File: src/rtl/core/tracker_cell_packer_core_assert.svh
// Assertion macros used by the packer core RTL.
`ifndef TRACKER_CELL_PACKER_CORE_ASSERT_SVH
`define TRACKER_CELL_PACKER_CORE_ASSERT_SVH

// Check a property on every rising edge outside reset.
`define TCPACK_ASSERT(label, clk, rst, prop, msg) \
  label: assert property (@(posedge clk) disable iff (rst) (prop)) else $error(msg);

// Check a property on every rising edge, reset included.
`define TCPACK_ASSERT_ALWAYS(label, clk, prop, msg) \
  label: assert property (@(posedge clk) (prop)) else $error(msg);

`endif

File: src/rtl/core/tcpack_pkg.sv
`timescale 1ns / 1ps
// ----------------------------------------------------------------------------
// tcpack_pkg
// Types, codes and the period table of the tracker cell packer.
// ----------------------------------------------------------------------------
package tcpack_pkg;

  localparam int PERIOD_ENTRIES = 36;

  // One pattern cell as it arrives
  typedef struct packed {
    logic [11:0] period;
    logic [4:0]  instrument;
    logic [3:0]  effect_cmd;
    logic [7:0]  effect_param;
  } cell_t;

  // One packed cell as it leaves
  typedef struct packed {
    logic [7:0]  byte0;
    logic [7:0]  byte1;
    logic [7:0]  byte2;
    logic [1:0]  byte_count;
    logic [31:0] feature_mask;
  } code_t;

  // Effect commands
  localparam logic [3:0] CMD_ARP       = 4'd0;
  localparam logic [3:0] CMD_SLIDE_UP  = 4'd1;
  localparam logic [3:0] CMD_SLIDE_DN  = 4'd2;
  localparam logic [3:0] CMD_ALT_ARP   = 4'd8;
  localparam logic [3:0] CMD_VOLUME    = 4'd12;
  localparam logic [3:0] CMD_EXT       = 4'd14;

  // Extended subcommands
  localparam logic [3:0] SUB_FILTER     = 4'd0;
  localparam logic [3:0] SUB_FINE_UP    = 4'd1;
  localparam logic [3:0] SUB_FINE_DN    = 4'd2;
  localparam logic [3:0] SUB_ARP        = 4'd8;
  localparam logic [3:0] SUB_RETRIG     = 4'd9;
  localparam logic [3:0] SUB_VOL_UP     = 4'd10;
  localparam logic [3:0] SUB_VOL_DN     = 4'd11;
  localparam logic [3:0] SUB_CUT        = 4'd12;
  localparam logic [3:0] SUB_NOTE_DELAY = 4'd13;
  localparam logic [3:0] SUB_ROW_DELAY  = 4'd14;

  localparam logic [7:0] VOLUME_MAX    = 8'd64;

  // Layout tags and byte counts
  localparam logic [7:0] EMPTY_CODE    = 8'h7f;
  localparam logic [4:0] NOTE_TAG      = 5'b01110;
  localparam logic [3:0] CMD_TAG       = 4'h6;
  localparam logic [1:0] COUNT_EMPTY   = 2'd1;
  localparam logic [1:0] COUNT_SHORT   = 2'd2;
  localparam logic [1:0] COUNT_FULL    = 2'd3;

  localparam logic [11:0] NOTE_PERIODS [PERIOD_ENTRIES] = '{
    12'd856, 12'd808, 12'd762, 12'd720, 12'd678, 12'd640,
    12'd604, 12'd570, 12'd538, 12'd508, 12'd480, 12'd453,
    12'd428, 12'd404, 12'd381, 12'd360, 12'd339, 12'd320,
    12'd302, 12'd285, 12'd269, 12'd254, 12'd240, 12'd226,
    12'd214, 12'd202, 12'd190, 12'd180, 12'd170, 12'd160,
    12'd151, 12'd143, 12'd135, 12'd127, 12'd120, 12'd113
  };

  // Note index 1..36 by exact match, 0 when the period is not listed
  function automatic logic [5:0] note_of(input logic [11:0] period);
    logic [5:0] note;
    note = 6'd0;
    for (int k = PERIOD_ENTRIES - 1; k >= 0; k--) begin
      if (NOTE_PERIODS[k] == period) begin
        note = 6'(k + 1);
      end
    end
    return note;
  endfunction

endpackage

File: src/rtl/core/tcpack_if.sv
`timescale 1ns / 1ps
// ----------------------------------------------------------------------------
// tcpack_if
// Valid/ready channels for incoming cells and outgoing packed codes.
// ----------------------------------------------------------------------------
interface tcpack_cell_if;
  logic              valid;
  logic              ready;
  tcpack_pkg::cell_t data;

  modport source (output valid, output data, input ready);
  modport sink   (input valid, input data, output ready);
endinterface

interface tcpack_code_if;
  logic              valid;
  logic              ready;
  tcpack_pkg::code_t data;

  modport source (output valid, output data, input ready);
  modport sink   (input valid, input data, output ready);
endinterface

File: src/rtl/core/tracker_cell_packer_core.sv
`timescale 1ns / 1ps
// ----------------------------------------------------------------------------
// tracker_cell_packer_core
// Packs tracker pattern cells into 1 to 3 bytes and tracks used effects.
// ----------------------------------------------------------------------------
// Usage:
//   cells : one request per pattern cell (period, instrument, effect command,
//           effect parameter), taken when valid and ready are both high.
//   code  : one request per cell with the packed bytes, the byte count and
//           the running effect mask after that cell, in arrival order.
//   An accepted cell is held in the input register while the period lookup,
//   effect remap and packing settle, and is loaded into the output register
//   when that register is free or being emptied.
//   Throughput is one cell per cycle while the receiver takes each code; the
//   single pass of compare and bit packing between the two registers sets
//   that figure.
//   When the receiver stalls, the output register holds its code and the
//   input register still takes one more cell; only when both are full does
//   cells.ready fall.
//   Reset empties both registers and clears the effect mask. Bit 0 of the
//   mask is never set here.
// ----------------------------------------------------------------------------
`include "tracker_cell_packer_core_assert.svh"

module tracker_cell_packer_core (
  input  logic                 clk,
  input  logic                 rst,
  tcpack_cell_if.sink          cells,
  tcpack_code_if.source        code
);

  logic              s1_valid;
  tcpack_pkg::cell_t s1_cell;
  logic              out_valid;
  tcpack_pkg::code_t out_code;
  logic [31:0]       used_effects;

  logic              s1_advance;

  logic [5:0]        note;
  logic [3:0]        sub;
  logic [3:0]        val;
  logic [3:0]        cmd_r;
  logic [7:0]        prm_r;
  logic [3:0]        sub_r;
  logic              used;
  logic [31:0]       mask_bit;
  logic [31:0]       mask_next;
  tcpack_pkg::code_t code_next;

  // Handshake: move on when the output register is free or being emptied
  assign s1_advance  = s1_valid && (!out_valid || code.ready);
  assign cells.ready = !s1_valid || s1_advance;
  assign code.valid  = out_valid;
  assign code.data   = out_code;

  // Remap the effect
  always_comb begin
    note  = tcpack_pkg::note_of(s1_cell.period);
    sub   = s1_cell.effect_param[7:4];
    val   = s1_cell.effect_param[3:0];
    cmd_r = s1_cell.effect_cmd;
    prm_r = s1_cell.effect_param;
    sub_r = sub;
    used  = (s1_cell.effect_cmd != tcpack_pkg::CMD_ARP) || (s1_cell.effect_param != 8'd0);
    case (s1_cell.effect_cmd)
      tcpack_pkg::CMD_ARP: begin
        if (s1_cell.effect_param != 8'd0) begin
          cmd_r = tcpack_pkg::CMD_ALT_ARP;
        end
      end
      tcpack_pkg::CMD_SLIDE_UP, tcpack_pkg::CMD_SLIDE_DN: begin
        used = s1_cell.effect_param != 8'd0;
      end
      tcpack_pkg::CMD_VOLUME: begin
        if (s1_cell.effect_param > tcpack_pkg::VOLUME_MAX) begin
          prm_r = tcpack_pkg::VOLUME_MAX;
        end
      end
      tcpack_pkg::CMD_ALT_ARP: begin
        cmd_r = tcpack_pkg::CMD_EXT;
        sub_r = tcpack_pkg::SUB_ARP;
        prm_r = {tcpack_pkg::SUB_ARP, val};
      end
      tcpack_pkg::CMD_EXT: begin
        case (sub)
          tcpack_pkg::SUB_FILTER: begin
            prm_r = {6'd0, val[0], 1'b0};
          end
          tcpack_pkg::SUB_CUT: begin
            if (val == 4'd0) begin
              cmd_r = tcpack_pkg::CMD_VOLUME;
              prm_r = 8'd0;
            end
          end
          default: begin
            // Drop zero-value subcommands that do nothing
            if (sub inside {tcpack_pkg::SUB_FINE_UP, tcpack_pkg::SUB_FINE_DN,
                            tcpack_pkg::SUB_RETRIG, tcpack_pkg::SUB_VOL_UP,
                            tcpack_pkg::SUB_VOL_DN, tcpack_pkg::SUB_NOTE_DELAY,
                            tcpack_pkg::SUB_ROW_DELAY}) begin
              used = val != 4'd0;
            end
          end
        endcase
      end
      default: begin
      end
    endcase

    // Mark the effect in use, or clear a dropped one
    mask_bit = 32'd0;
    if (used) begin
      if (cmd_r == tcpack_pkg::CMD_EXT) begin
        mask_bit[{1'b1, sub_r}] = 1'b1;
      end else begin
        mask_bit[{1'b0, cmd_r}] = 1'b1;
      end
    end else begin
      cmd_r = tcpack_pkg::CMD_ARP;
      prm_r = 8'd0;
    end
    mask_next = used_effects | mask_bit;
  end

  // Pick the layout and pack the bytes
  always_comb begin
    code_next.feature_mask = mask_next;
    if (note == 6'd0 && s1_cell.instrument == 5'd0 && !used) begin
      code_next.byte0      = tcpack_pkg::EMPTY_CODE;
      code_next.byte1      = 8'd0;
      code_next.byte2      = 8'd0;
      code_next.byte_count = tcpack_pkg::COUNT_EMPTY;
    end else if (note != 6'd0 && s1_cell.instrument != 5'd0 && !used) begin
      code_next.byte0      = {tcpack_pkg::NOTE_TAG, note[5:3]};
      code_next.byte1      = {note[2:0], s1_cell.instrument};
      code_next.byte2      = 8'd0;
      code_next.byte_count = tcpack_pkg::COUNT_SHORT;
    end else if (note == 6'd0 && s1_cell.instrument == 5'd0 && used) begin
      code_next.byte0      = {tcpack_pkg::CMD_TAG, cmd_r};
      code_next.byte1      = prm_r;
      code_next.byte2      = 8'd0;
      code_next.byte_count = tcpack_pkg::COUNT_SHORT;
    end else begin
      code_next.byte0      = {1'b0, note, s1_cell.instrument[4]};
      code_next.byte1      = {s1_cell.instrument[3:0], cmd_r};
      code_next.byte2      = prm_r;
      code_next.byte_count = tcpack_pkg::COUNT_FULL;
    end
  end

  // Advance the control state
  always_ff @(posedge clk) begin
    if (rst) begin
      s1_valid     <= 1'b0;
      out_valid    <= 1'b0;
      used_effects <= 32'd0;
    end else begin
      if (cells.ready) begin
        s1_valid <= cells.valid;
      end
      if (s1_advance) begin
        out_valid    <= 1'b1;
        used_effects <= mask_next;
      end else if (code.ready) begin
        out_valid <= 1'b0;
      end
    end
  end

  // Hold the payload registers
  always_ff @(posedge clk) begin
    if (cells.valid && cells.ready) begin
      s1_cell <= cells.data;
    end
    if (s1_advance) begin
      out_code <= code_next;
    end
  end

  `TCPACK_ASSERT(a_count_nonzero, clk, rst, out_valid |-> out_code.byte_count != 2'd0, "byte count of zero on output")
  `TCPACK_ASSERT(a_empty_code, clk, rst, (out_valid && out_code.byte_count == tcpack_pkg::COUNT_EMPTY) |-> (out_code.byte0 == tcpack_pkg::EMPTY_CODE && out_code.byte1 == 8'd0), "empty cell packed wrongly")
  `TCPACK_ASSERT(a_mask_grows, clk, rst, !$past(rst) |-> ((used_effects & $past(used_effects)) == $past(used_effects)), "effect mask lost a bit")
  `TCPACK_ASSERT(a_cell_kept, clk, rst, (s1_valid && !s1_advance) |=> s1_valid, "stalled cell dropped")
  `TCPACK_ASSERT_ALWAYS(a_finetone_clear, clk, rst || !used_effects[0], "finetone bit set in effect mask")

endmodule
File: src/flat_wrapper.sv
// flat-port wrapper written by rule: the top's interface ports become plain ports
module tracker_cell_packer_core_flat 
  (clk, rst, cells_valid, cells_data, cells_ready, code_valid, code_data, code_ready);
  tcpack_cell_if cells_i ();
  tcpack_code_if code_i ();
  input  logic clk;
  input  logic rst;
  input wire logic [$bits(cells_i.valid)-1:0] cells_valid;
  input wire logic [$bits(cells_i.data)-1:0] cells_data;
  output wire logic [$bits(cells_i.ready)-1:0] cells_ready;
  output wire logic [$bits(code_i.valid)-1:0] code_valid;
  output wire logic [$bits(code_i.data)-1:0] code_data;
  input wire logic [$bits(code_i.ready)-1:0] code_ready;
  assign cells_i.valid = cells_valid;
  assign cells_i.data = cells_data;
  assign cells_ready = cells_i.ready;
  assign code_valid = code_i.valid;
  assign code_data = code_i.data;
  assign code_i.ready = code_ready;
  tracker_cell_packer_core u_core (.clk(clk), .rst(rst), .cells(cells_i), .code(code_i));
endmodule
File: config.mk
export PLATFORM = sky130hd
export DESIGN_NAME = tracker_cell_packer_core_flat
export DESIGN_NICKNAME = d
export VERILOG_FILES = /design/src/rtl/core/tcpack_pkg.sv /design/src/rtl/core/tcpack_if.sv /design/src/rtl/core/tracker_cell_packer_core.sv /design/src/flat_wrapper.sv
export VERILOG_INCLUDE_DIRS = /design/src /design/src/rtl/core
export SDC_FILE = /design/constraint.sdc
export NUM_CORES = 1
export LEC_CHECK = 0
export BUFFER_PORTS_ARGS = -buffer_cell sky130_fd_sc_hd__buf_2
export CAP_MARGIN = 10
export CORE_MARGIN = 5
export CORE_UTILIZATION = 60
export DETAILED_ROUTE_END_ITERATION = 8
export GPL_TIMING_DRIVEN = 1
export PLACE_DENSITY_LB_ADDON = 0.3
export REMOVE_ABC_BUFFERS = 1
export SKIP_CTS_REPAIR_TIMING = 1
export SLEW_MARGIN = 20
export SYNTH_ARGS = -nofsm -noshare
export SYNTH_HDL_FRONTEND = slang
export SYNTH_SLANG_ARGS = --single-unit
File: constraint.sdc
create_clock -name clk -period 7.7 [get_ports clk]
set_clock_uncertainty 0.05 [all_clocks]
set_input_delay 0 -clock clk [delete_from_list [all_inputs] [get_ports clk]]
set_output_delay 0 -clock clk [all_outputs]
set_load 0.01 [all_outputs]
==> flow_metrics.env, run 1 <==
export IMPL_first_global_vias=4367
export IMPL_number_of_remaining_drc_errors=0
export IMPL_synth_commonest_cells="sky130_fd_sc_hd__edfxtp_1 (85), sky130_fd_sc_hd__nor2_1 (43), sky130_fd_sc_hd__dfxtp_1 (33), sky130_fd_sc_hd__nand2_1 (26), sky130_fd_sc_hd__o211a_1 (21)"
export IMPL_cts_root_buffer="sky130_fd_sc_hd__clkbuf_8"
export IMPL_stdcell_count=769
export IMPL_run_status="finished, final reports clean"
export IMPL_initial_core_utilization_pct=60.9
export IMPL_number_of_clock_buffers_inserted_by_tritoncts=17
export IMPL_worst_path_stages=7
export IMPL_setup_tns_final_ns=0
export IMPL_worst_setup_path_type="flop to flop"
export IMPL_number_of_i_o_pins=93
export IMPL_tritoncts_num_sinks=118
export IMPL_post_route_period_util_pct=50.3
export IMPL_core_occupancy_in_the_finished_layout_pct=75.0
export IMPL_startpoint_type="flop"
export IMPL_pwr_density_cell_nw_per_um2=231
export IMPL_r2r_setup_slack_ns=3.82
export IMPL_startpoint="u_core.s1_cell[18]"
export IMPL_worstPathCellList="and4b_4 > a32oi_1 > o32ai_1 > nor4b_2 > nor4b_4 > nor2_1 > a221o_1"
export IMPL_critical_path_required_ns=7.93
export IMPL_area_growth_pct=23.2
export IMPL_clk_transition_reported_paths_ns=0.06
export IMPL_syn_mean_instance_area_um2=11.4
export IMPL_grt_start_max_net_pins=72
export IMPL_hpwl_um=9700
export IMPL_max_slew_margin_rel_pct=27.1
export IMPL_routed_wirelength_um=15200
export IMPL_post_drt_via_cell_ratio=6.21
export IMPL_timing_critical_path_buf_inv=0
export IMPL_die_h_um=109
export IMPL_max_cap_violations=0
export IMPL_cp_end_kind="flop"
export IMPL_diodes=0
export IMPL_vias=4779
export IMPL_r2r_start="u_core.s1_cell[18]"
export IMPL_syn_cell_area_um2=5870
export IMPL_fp_dieW_um=109
export IMPL_core_region_area_um2=9640
export IMPL_post_synth_top_count_cell="sky130_fd_sc_hd__edfxtp_1"
export IMPL_cts_tree="built"
export IMPL_path_max_fanout=25
export IMPL_critPathMaxStageDelay_ns=0.85
export IMPL_detail_route_first_pass_iterations=5
export IMPL_clock_path_buffers=2
export IMPL_drive_gt1_share_pct=24.5
export IMPL_setup_viol_count_final=0
export IMPL_global_route_wire_length_before_repair_um=22800
export IMPL_area_enclosed_by_the_die_boundary_um2=11900
export IMPL_placed_area_um2=6280
export IMPL_num_rows=36
export IMPL_yosys_register_bits=118
export IMPL_hp_class="input pin to flop"
export IMPL_grt_setup_unrepaired="no"
export IMPL_drt_initial_drc_count=407
export IMPL_min_from="cells_data[12]"
export IMPL_tightest_slew_ns=1.09
export IMPL_number_of_antenna_violations_at_the_first_check_in_global_routing=0
export IMPL_cp_endpoint="u_core.code.data[42]"
export IMPL_min_period_ns=3.88
export IMPL_routabilityCongestion=0.945
export IMPL_area_leader_netlist="sky130_fd_sc_hd__edfxtp_1"
export IMPL_postSynthCellCount=515
export IMPL_crit_path_top_delay_cell="sky130_fd_sc_hd__edfxtp_1"
export IMPL_asyncSetResetFlopFracSynth_pct=0
export IMPL_cp_top_family="simple AND/OR/NAND/NOR gates"
export IMPL_fmax_mhz=258
export IMPL_htree_num_levels=4
export IMPL_synth_cell_type_count=79
export IMPL_timing_rr_end="u_core.code.data[42]"
export IMPL_final_hold_fails=0
export IMPL_synth_top_area_share_pct=43.5
export IMPL_route_detailed_wl_per_inst_um=19.8
export IMPL_synthesis_warnings=0
export IMPL_layout_nets=656
export IMPL_reg2regPathDepth=7
export IMPL_synth_edff_count=85
export IMPL_worstSkewPairLatency_ns=0.53
export IMPL_placed_cells=703
export IMPL_stdcell_area_um2=7230
export IMPL_drtAntennaViolNets=0
export IMPL_data_arrival_time_at_the_worst_slack_endpoint_ns=4.10
export IMPL_synth_area_leaders="sky130_fd_sc_hd__edfxtp_1 (44%), sky130_fd_sc_hd__dfxtp_1 (11%), sky130_fd_sc_hd__o211a_1 (3.6%)"
export IMPL_power_ir_vdd_worst_mv=0.170
export IMPL_numPortBuffers=90
export IMPL_globalRouteTotalUtil_pct=25.3
export IMPL_synth_ff_type="sky130_fd_sc_hd__edfxtp_1"
export IMPL_synth_yosys_seq_area_share_pct=54.8
export IMPL_static_leakage_power_uw=0.00302
export IMPL_number_of_pins_with_negative_max_slew_slack_in_the_final_report=0
export IMPL_grt_ovfl_total=0
==> final cells by class <==
cell class                      instances  area [µm²]
Sequential cell                       118        3210
Inverter                               10        37.5
Timing Repair Buffer                  128         821
Fill cell                             666        2410
Clock buffer                           19         453
Clock inverter                         13         160
Multi-Input combinational cell        348        2380
Tap cell                              133         166
==> metrics by stage <==
| step | hold WS, ns | power (µW) | setup WS (ns) |
|---|---|---|---|
| after floorplan | 0.0216 | 808 | 3.10 |
| after global placement | 0.126 | 855 | 4.03 |
| after detailed placement | 0.128 | 857 | 3.93 |
| after CTS | -0.423 | 1660 | 3.90 |
| after global routing | 0.126 | 1720 | 3.54 |
| final | 0.130 | 1670 | 3.82 |
==> logic make-up (layout without fill, tap and decap cells) <==
| group | Yosys count | in the layout | share of synthesized area, % |
|---|---|---|---|
| multiplexers | 1 | 1 | 0.171 |
| other | 1 | 2 | 0.0639 |
| buffers and inverters | 50 | 170 | 4.88 |
| AO/OA/AOI/OAI | 139 | 139 | 18.5 |
| flip-flops | 118 | 118 | 54.8 |
| AND/OR/NAND/NOR | 204 | 204 | 21.3 |
| XOR/XNOR | 2 | 2 | 0.299 |
==> flip-flops by register name (all words and copies together), names as in the netlist <==
signal / cells
u_core.s1_valid: 1
u_core.used_effects: 31
u_core.s1_cell: 29
u_core.code.valid: 1
u_core.code.data: 56
==> metal layers <==
| layer | GRT usage (%) | vias up | share of wire [%] |
|---|---|---|---|
| met2 | 38.9 | 243 | 48 |
| met4 | 9.65 | 0 | 2.0 |
| met1 | 34.3 | 2265 | 42 |
| met3 | 6.69 | 36 | 7.7 |
| li1 | - | 2235 | - |
| met5 | 0 | - | 0 |
==> placed cells by master (no fill, tap or decap), types with 5 or more instances in the layout <==
cell,netlist,final
sky130_fd_sc_hd__a31oi_1,12,12
sky130_fd_sc_hd__nor2_1,43,43
sky130_fd_sc_hd__dlygate4sd3_1,0,34
sky130_fd_sc_hd__o211a_1,21,21
sky130_fd_sc_hd__a221o_1,5,5
sky130_fd_sc_hd__o211ai_1,5,5
sky130_fd_sc_hd__nand4_1,10,10
sky130_fd_sc_hd__and3_1,7,7
sky130_fd_sc_hd__nand2_1,26,26
sky130_fd_sc_hd__a21oi_1,9,9
sky130_fd_sc_hd__nor4bb_1,5,5
sky130_fd_sc_hd__nor4b_1,5,5
sky130_fd_sc_hd__nand3_1,18,18
sky130_fd_sc_hd__nor3_1,13,13
sky130_fd_sc_hd__dfxtp_1,33,33
sky130_fd_sc_hd__clkbuf_16,0,17
sky130_fd_sc_hd__inv_1,9,9
sky130_fd_sc_hd__o21ai_0,16,16
sky130_fd_sc_hd__nor2b_1,17,16
sky130_fd_sc_hd__edfxtp_1,85,85
sky130_fd_sc_hd__and2_1,10,10
sky130_fd_sc_hd__a21o_1,18,18
sky130_fd_sc_hd__buf_2,4,90
sky130_fd_sc_hd__and4_1,5,5
sky130_fd_sc_hd__nand2b_1,7,7
sky130_fd_sc_hd__nor3b_1,5,5
sky130_fd_sc_hd__a31o_2,9,9
==> worst reg2reg max path, delay by kind of cell (launching register included) <==
kind	cells	cell delay (ns)
simple gates	4	1.89
flops	1	0.85
compound gates	3	0.85
==> worst min path at each step <==
stage / cells past startpoint / end / slack (ns)
after detailed placement: 1 / u_core.s1_cell[25] / 0.13
after global routing: 2 / u_core.s1_cell[14] / 0.13
after floorplan: 1 / u_core.used_effects[0] / 0.02
final: 2 / u_core.s1_cell[12] / 0.13
after global placement: 1 / u_core.s1_cell[19] / 0.13
after CTS: 1 / u_core.s1_cell[25] / -0.42
==> power by group <==
| part | switching (µW) | internal [µW] | leakage (µW) |
|---|---|---|---|
| clock | 308 | 499 | 0.000299 |
| sequential | 31.9 | 708 | 0.00107 |
| combinational | 68.4 | 52.1 | 0.00166 |
No activity file was read; power rests on OpenSTA's default activity.
==> inputs of run 2 (changes only) <==
- ABC_AREA: default -> 1
- CORE_UTILIZATION: 60 -> 56
- clock period: 7.7 -> 3.8 ns (I/O delays scaled with it)
==> run 2 against run 1 <==
Combinational power up 120%; sequential share of layout area up 1.2 points; routed wire length down 5.8%; sequential power up 99%; first-iteration DRC count down 21%; die area up 1.9%; clock power up 93%; sequential cell count unchanged.
==> flow_metrics.env, run 2 <==
export IMPL_number_of_clock_buffers_inserted_by_tritoncts=17
export IMPL_postSynthCellCount=607
export IMPL_synthMuxAreaShare_pct=0
export IMPL_yosys_register_bits=118
export IMPL_min_period_ns=2.96
export IMPL_final_cell_mix="sky130_fd_sc_hd__nor2_1 (100), sky130_fd_sc_hd__nand2_1 (97), sky130_fd_sc_hd__buf_2 (90)"
export IMPL_r2r_start="u_core.s1_cell[4]"
export IMPL_routabilityCongestion=0.898
export IMPL_detail_route_first_pass_iterations=5
export IMPL_path_max_fanout=13
export IMPL_r2r_setup_slack_ns=0.84
export IMPL_area_leader_netlist="sky130_fd_sc_hd__edfxtp_1"
export IMPL_cp_top_family="simple AND/OR/NAND/NOR gates"
export IMPL_synth_top_family_by_area="simple AND/OR/NAND/NOR gates"
export IMPL_yosys_area_share_adder_pct=0
export IMPL_crit_path_top_delay_cell="sky130_fd_sc_hd__edfxtp_1"
export IMPL_drtAntennaViolNets=0
export IMPL_layout_nets=768
export IMPL_core_region_area_um2=9770
export IMPL_number_of_pins_with_negative_max_slew_slack_in_the_final_report=0
export IMPL_synthesized_area_fraction_occupied_by_ao_oa_aoi_and_oai_cells_pct=7.05
export IMPL_number_of_remaining_drc_errors=0
export IMPL_htree_num_levels=4
export IMPL_static_leakage_power_uw=0.00307
export IMPL_area_growth_pct=25.9
export IMPL_first_global_vias=4407
export IMPL_fp_dieW_um=110
export IMPL_worstPathCellList="nor2_1 > inv_1 > nor3_2 > nand2_1 > o31ai_1 > nand2_1 > clkinv_1 > nand3_1 > o21ai_0 > nor2_1"
export IMPL_mostFrequentLayoutCell="sky130_fd_sc_hd__nor2_1"
export IMPL_data_arrival_time_at_the_worst_slack_endpoint_ns=3.18
export IMPL_tightest_slew_ns=0.700
export IMPL_diodes=0
export IMPL_max_cap_violations=0
export IMPL_number_of_antenna_violations_at_the_first_check_in_global_routing=0
export IMPL_globalRouteTotalUtil_pct=23.8
export IMPL_syn_cell_area_um2=5590
export IMPL_drive_gt1_share_pct=21.0
export IMPL_layout_setup_ws_ns=0.842
export IMPL_numPortBuffers=90
export IMPL_holdPathEnd="u_core.s1_cell[19]"
export IMPL_dp_worst_setup_slack_ns=0.954
export IMPL_post_route_period_util_pct=77.8
export IMPL_timing_rr_end="u_core.code.data[46]"
export IMPL_cts_root_buffer="sky130_fd_sc_hd__clkbuf_8"
export IMPL_reg2regPathDepth=10
export IMPL_timing_critical_path_buf_inv=2
export IMPL_syn_mean_instance_area_um2=9.21
export IMPL_clock_path_buffers=2
export IMPL_asyncSetResetFlopFracSynth_pct=0
export IMPL_core_occupancy_in_the_finished_layout_pct=72.0
export IMPL_synth_ff_type="sky130_fd_sc_hd__edfxtp_1"
export IMPL_synthesis_warnings=0
export IMPL_final_hold_fails=0
export IMPL_final_hold_slack_ns=0.128
export IMPL_run_status="finished, final reports clean"
export IMPL_vias=4806
export IMPL_worst_hold_path_num_cells=2
export IMPL_route_detailed_wl_per_inst_um=16.3
export IMPL_max_slew_margin_rel_pct=53.3
export IMPL_worstSkewPairLatency_ns=0.52
export IMPL_number_of_i_o_pins=93
export IMPL_largest_reg_flops=56
export IMPL_fillerInstances=711
export IMPL_startpoint_type="flop"
export IMPL_grt_ovfl_total=0
export IMPL_power_ir_vdd_worst_mv=0.407
export IMPL_hp_class="input pin to flop"
export IMPL_post_synth_top_count_cell="sky130_fd_sc_hd__nor2_1"
export IMPL_tritoncts_num_sinks=118
export IMPL_post_drt_via_cell_ratio=5.46
export IMPL_pwr_density_cell_nw_per_um2=467
export IMPL_synth_yosys_seq_area_share_pct=57.5
export IMPL_cp_end_kind="flop"
export IMPL_routed_wirelength_um=14400
export IMPL_critical_path_required_ns=4.02
export IMPL_critPathMaxStageDelay_ns=0.45
export IMPL_area_enclosed_by_the_die_boundary_um2=12100
export IMPL_die_h_um=110
export IMPL_synth_simple_gate_area_share_pct=27.9
export IMPL_initial_core_utilization_pct=57.2
export IMPL_min_from="cells_data[19]"
export IMPL_grt_start_max_net_pins=39
export IMPL_drt_initial_drc_count=321
export IMPL_grt_setup_unrepaired="no"
export IMPL_fmax_mhz=338
export IMPL_synth_cell_type_count=43
export IMPL_clk_transition_reported_paths_ns=0.06
export IMPL_worst_setup_path_type="flop to flop"
export IMPL_setup_tns_final_ns=0
export IMPL_synth_area_leaders="sky130_fd_sc_hd__edfxtp_1 (46%), sky130_fd_sc_hd__dfxtp_1 (12%), sky130_fd_sc_hd__nor2_1 (6.7%)"
export IMPL_synth_edff_count=85
export IMPL_global_route_wire_length_before_repair_um=21700
export IMPL_synth_commonest_cells="sky130_fd_sc_hd__nor2_1 (100), sky130_fd_sc_hd__nand2_1 (97), sky130_fd_sc_hd__edfxtp_1 (85), sky130_fd_sc_hd__inv_1 (77), sky130_fd_sc_hd__nand3_1 (47)"
export IMPL_setup_viol_count_final=0
export IMPL_synth_top_area_share_pct=45.7
export IMPL_num_rows=36
export IMPL_cts_tree="built"
export IMPL_synth_xor_area_share_pct=0
export IMPL_hpwl_um=10000
run 2: cell types whose count changed in the layout (fill, tap and decap cells not counted), sizes merged, moves of 18 or more:
cell / previous run / this run
nor2: 43 / 106
a21o: 18 / 0
o211a: 21 / 0
nand2: 27 / 102
nand3: 20 / 50
inv: 15 / 89
run 2: worst reg2reg max path, stage by stage (launching register included):
cell and delay [ns]:
sky130_fd_sc_hd__edfxtp_1 0.45, sky130_fd_sc_hd__nor2_1 0.29, sky130_fd_sc_hd__inv_1 0.12, sky130_fd_sc_hd__nor3_2 0.26
sky130_fd_sc_hd__nand2_1 0.15, sky130_fd_sc_hd__o31ai_1 0.28, sky130_fd_sc_hd__nand2_1 0.12, sky130_fd_sc_hd__clkinv_1 0.24
sky130_fd_sc_hd__nand3_1 0.36, sky130_fd_sc_hd__o21ai_0 0.32, sky130_fd_sc_hd__nor2_1 0.08
run 2: kinds of logic after synthesis:
| family | count (synthesis) |
|---|---|
| and+or+nand+nor | 326 |
| DFF | 118 |
| buffers and inverters | 103 |
| AOI/OAI and AO/OA | 59 |
| other | 1 |
run 2: final cells by class:
cell class	count	area, µm²	area share [%]
Clock buffer	20	468	6.65
Timing Repair Buffer	125	793	11.3
Inverter	86	323	4.59
Sequential cell	118	3210	45.7
Clock inverter	12	111	1.58
Tap cell	133	166	2.36
Multi-Input combinational cell	387	1960	27.9
run 2: report_power, final:
part	total (µW)	internal [µW]	switching [µW]	leakage [µW]
sequential	1470	1440	27.5	0.00105
clock	1560	951	608	0.000291
combinational	259	92.3	166	0.00172
run 2: worst max path at each step:
stage                             startpoint                    to  slack (ns)  cells after the start
after detailed placement  u_core.s1_cell[27]  u_core.code.data[46]        0.95                     13
after floorplan            u_core.s1_cell[4]  u_core.code.data[46]        1.26                     10
after global placement    u_core.s1_cell[22]  u_core.code.data[46]        1.03                     14
final                      u_core.s1_cell[4]  u_core.code.data[46]        0.84                     10
after CTS                 u_core.s1_cell[27]  u_core.code.data[46]        0.88                     13
after global routing      u_core.s1_cell[27]  u_core.code.data[46]        0.45                     13
run 2: layer usage:
metal  vias to the layer above  routed length (µm)  GRT usage (%)  share of wire, %
met5                         -                   0              0                 0
met4                         0                 324           8.90               2.3
met3                        29                1150           7.16               8.0
met2                       227                6990           37.1                49
met1                      2252                5890           31.5                41
li1                       2298                   -              -                 -
run 2: metrics by stage:
stage | area (µm²) | std cells | power (µW)
5_1_grt | 7040 | 881 | 3400
3_3_place_gp | 6140 | 817 | 1720
6_report | 7040 | 881 | 3280
4_1_cts | 6720 | 849 | 3260
3_5_place_dp | 6140 | 817 | 1720
2_1_floorplan | 5500 | 591 | 1630
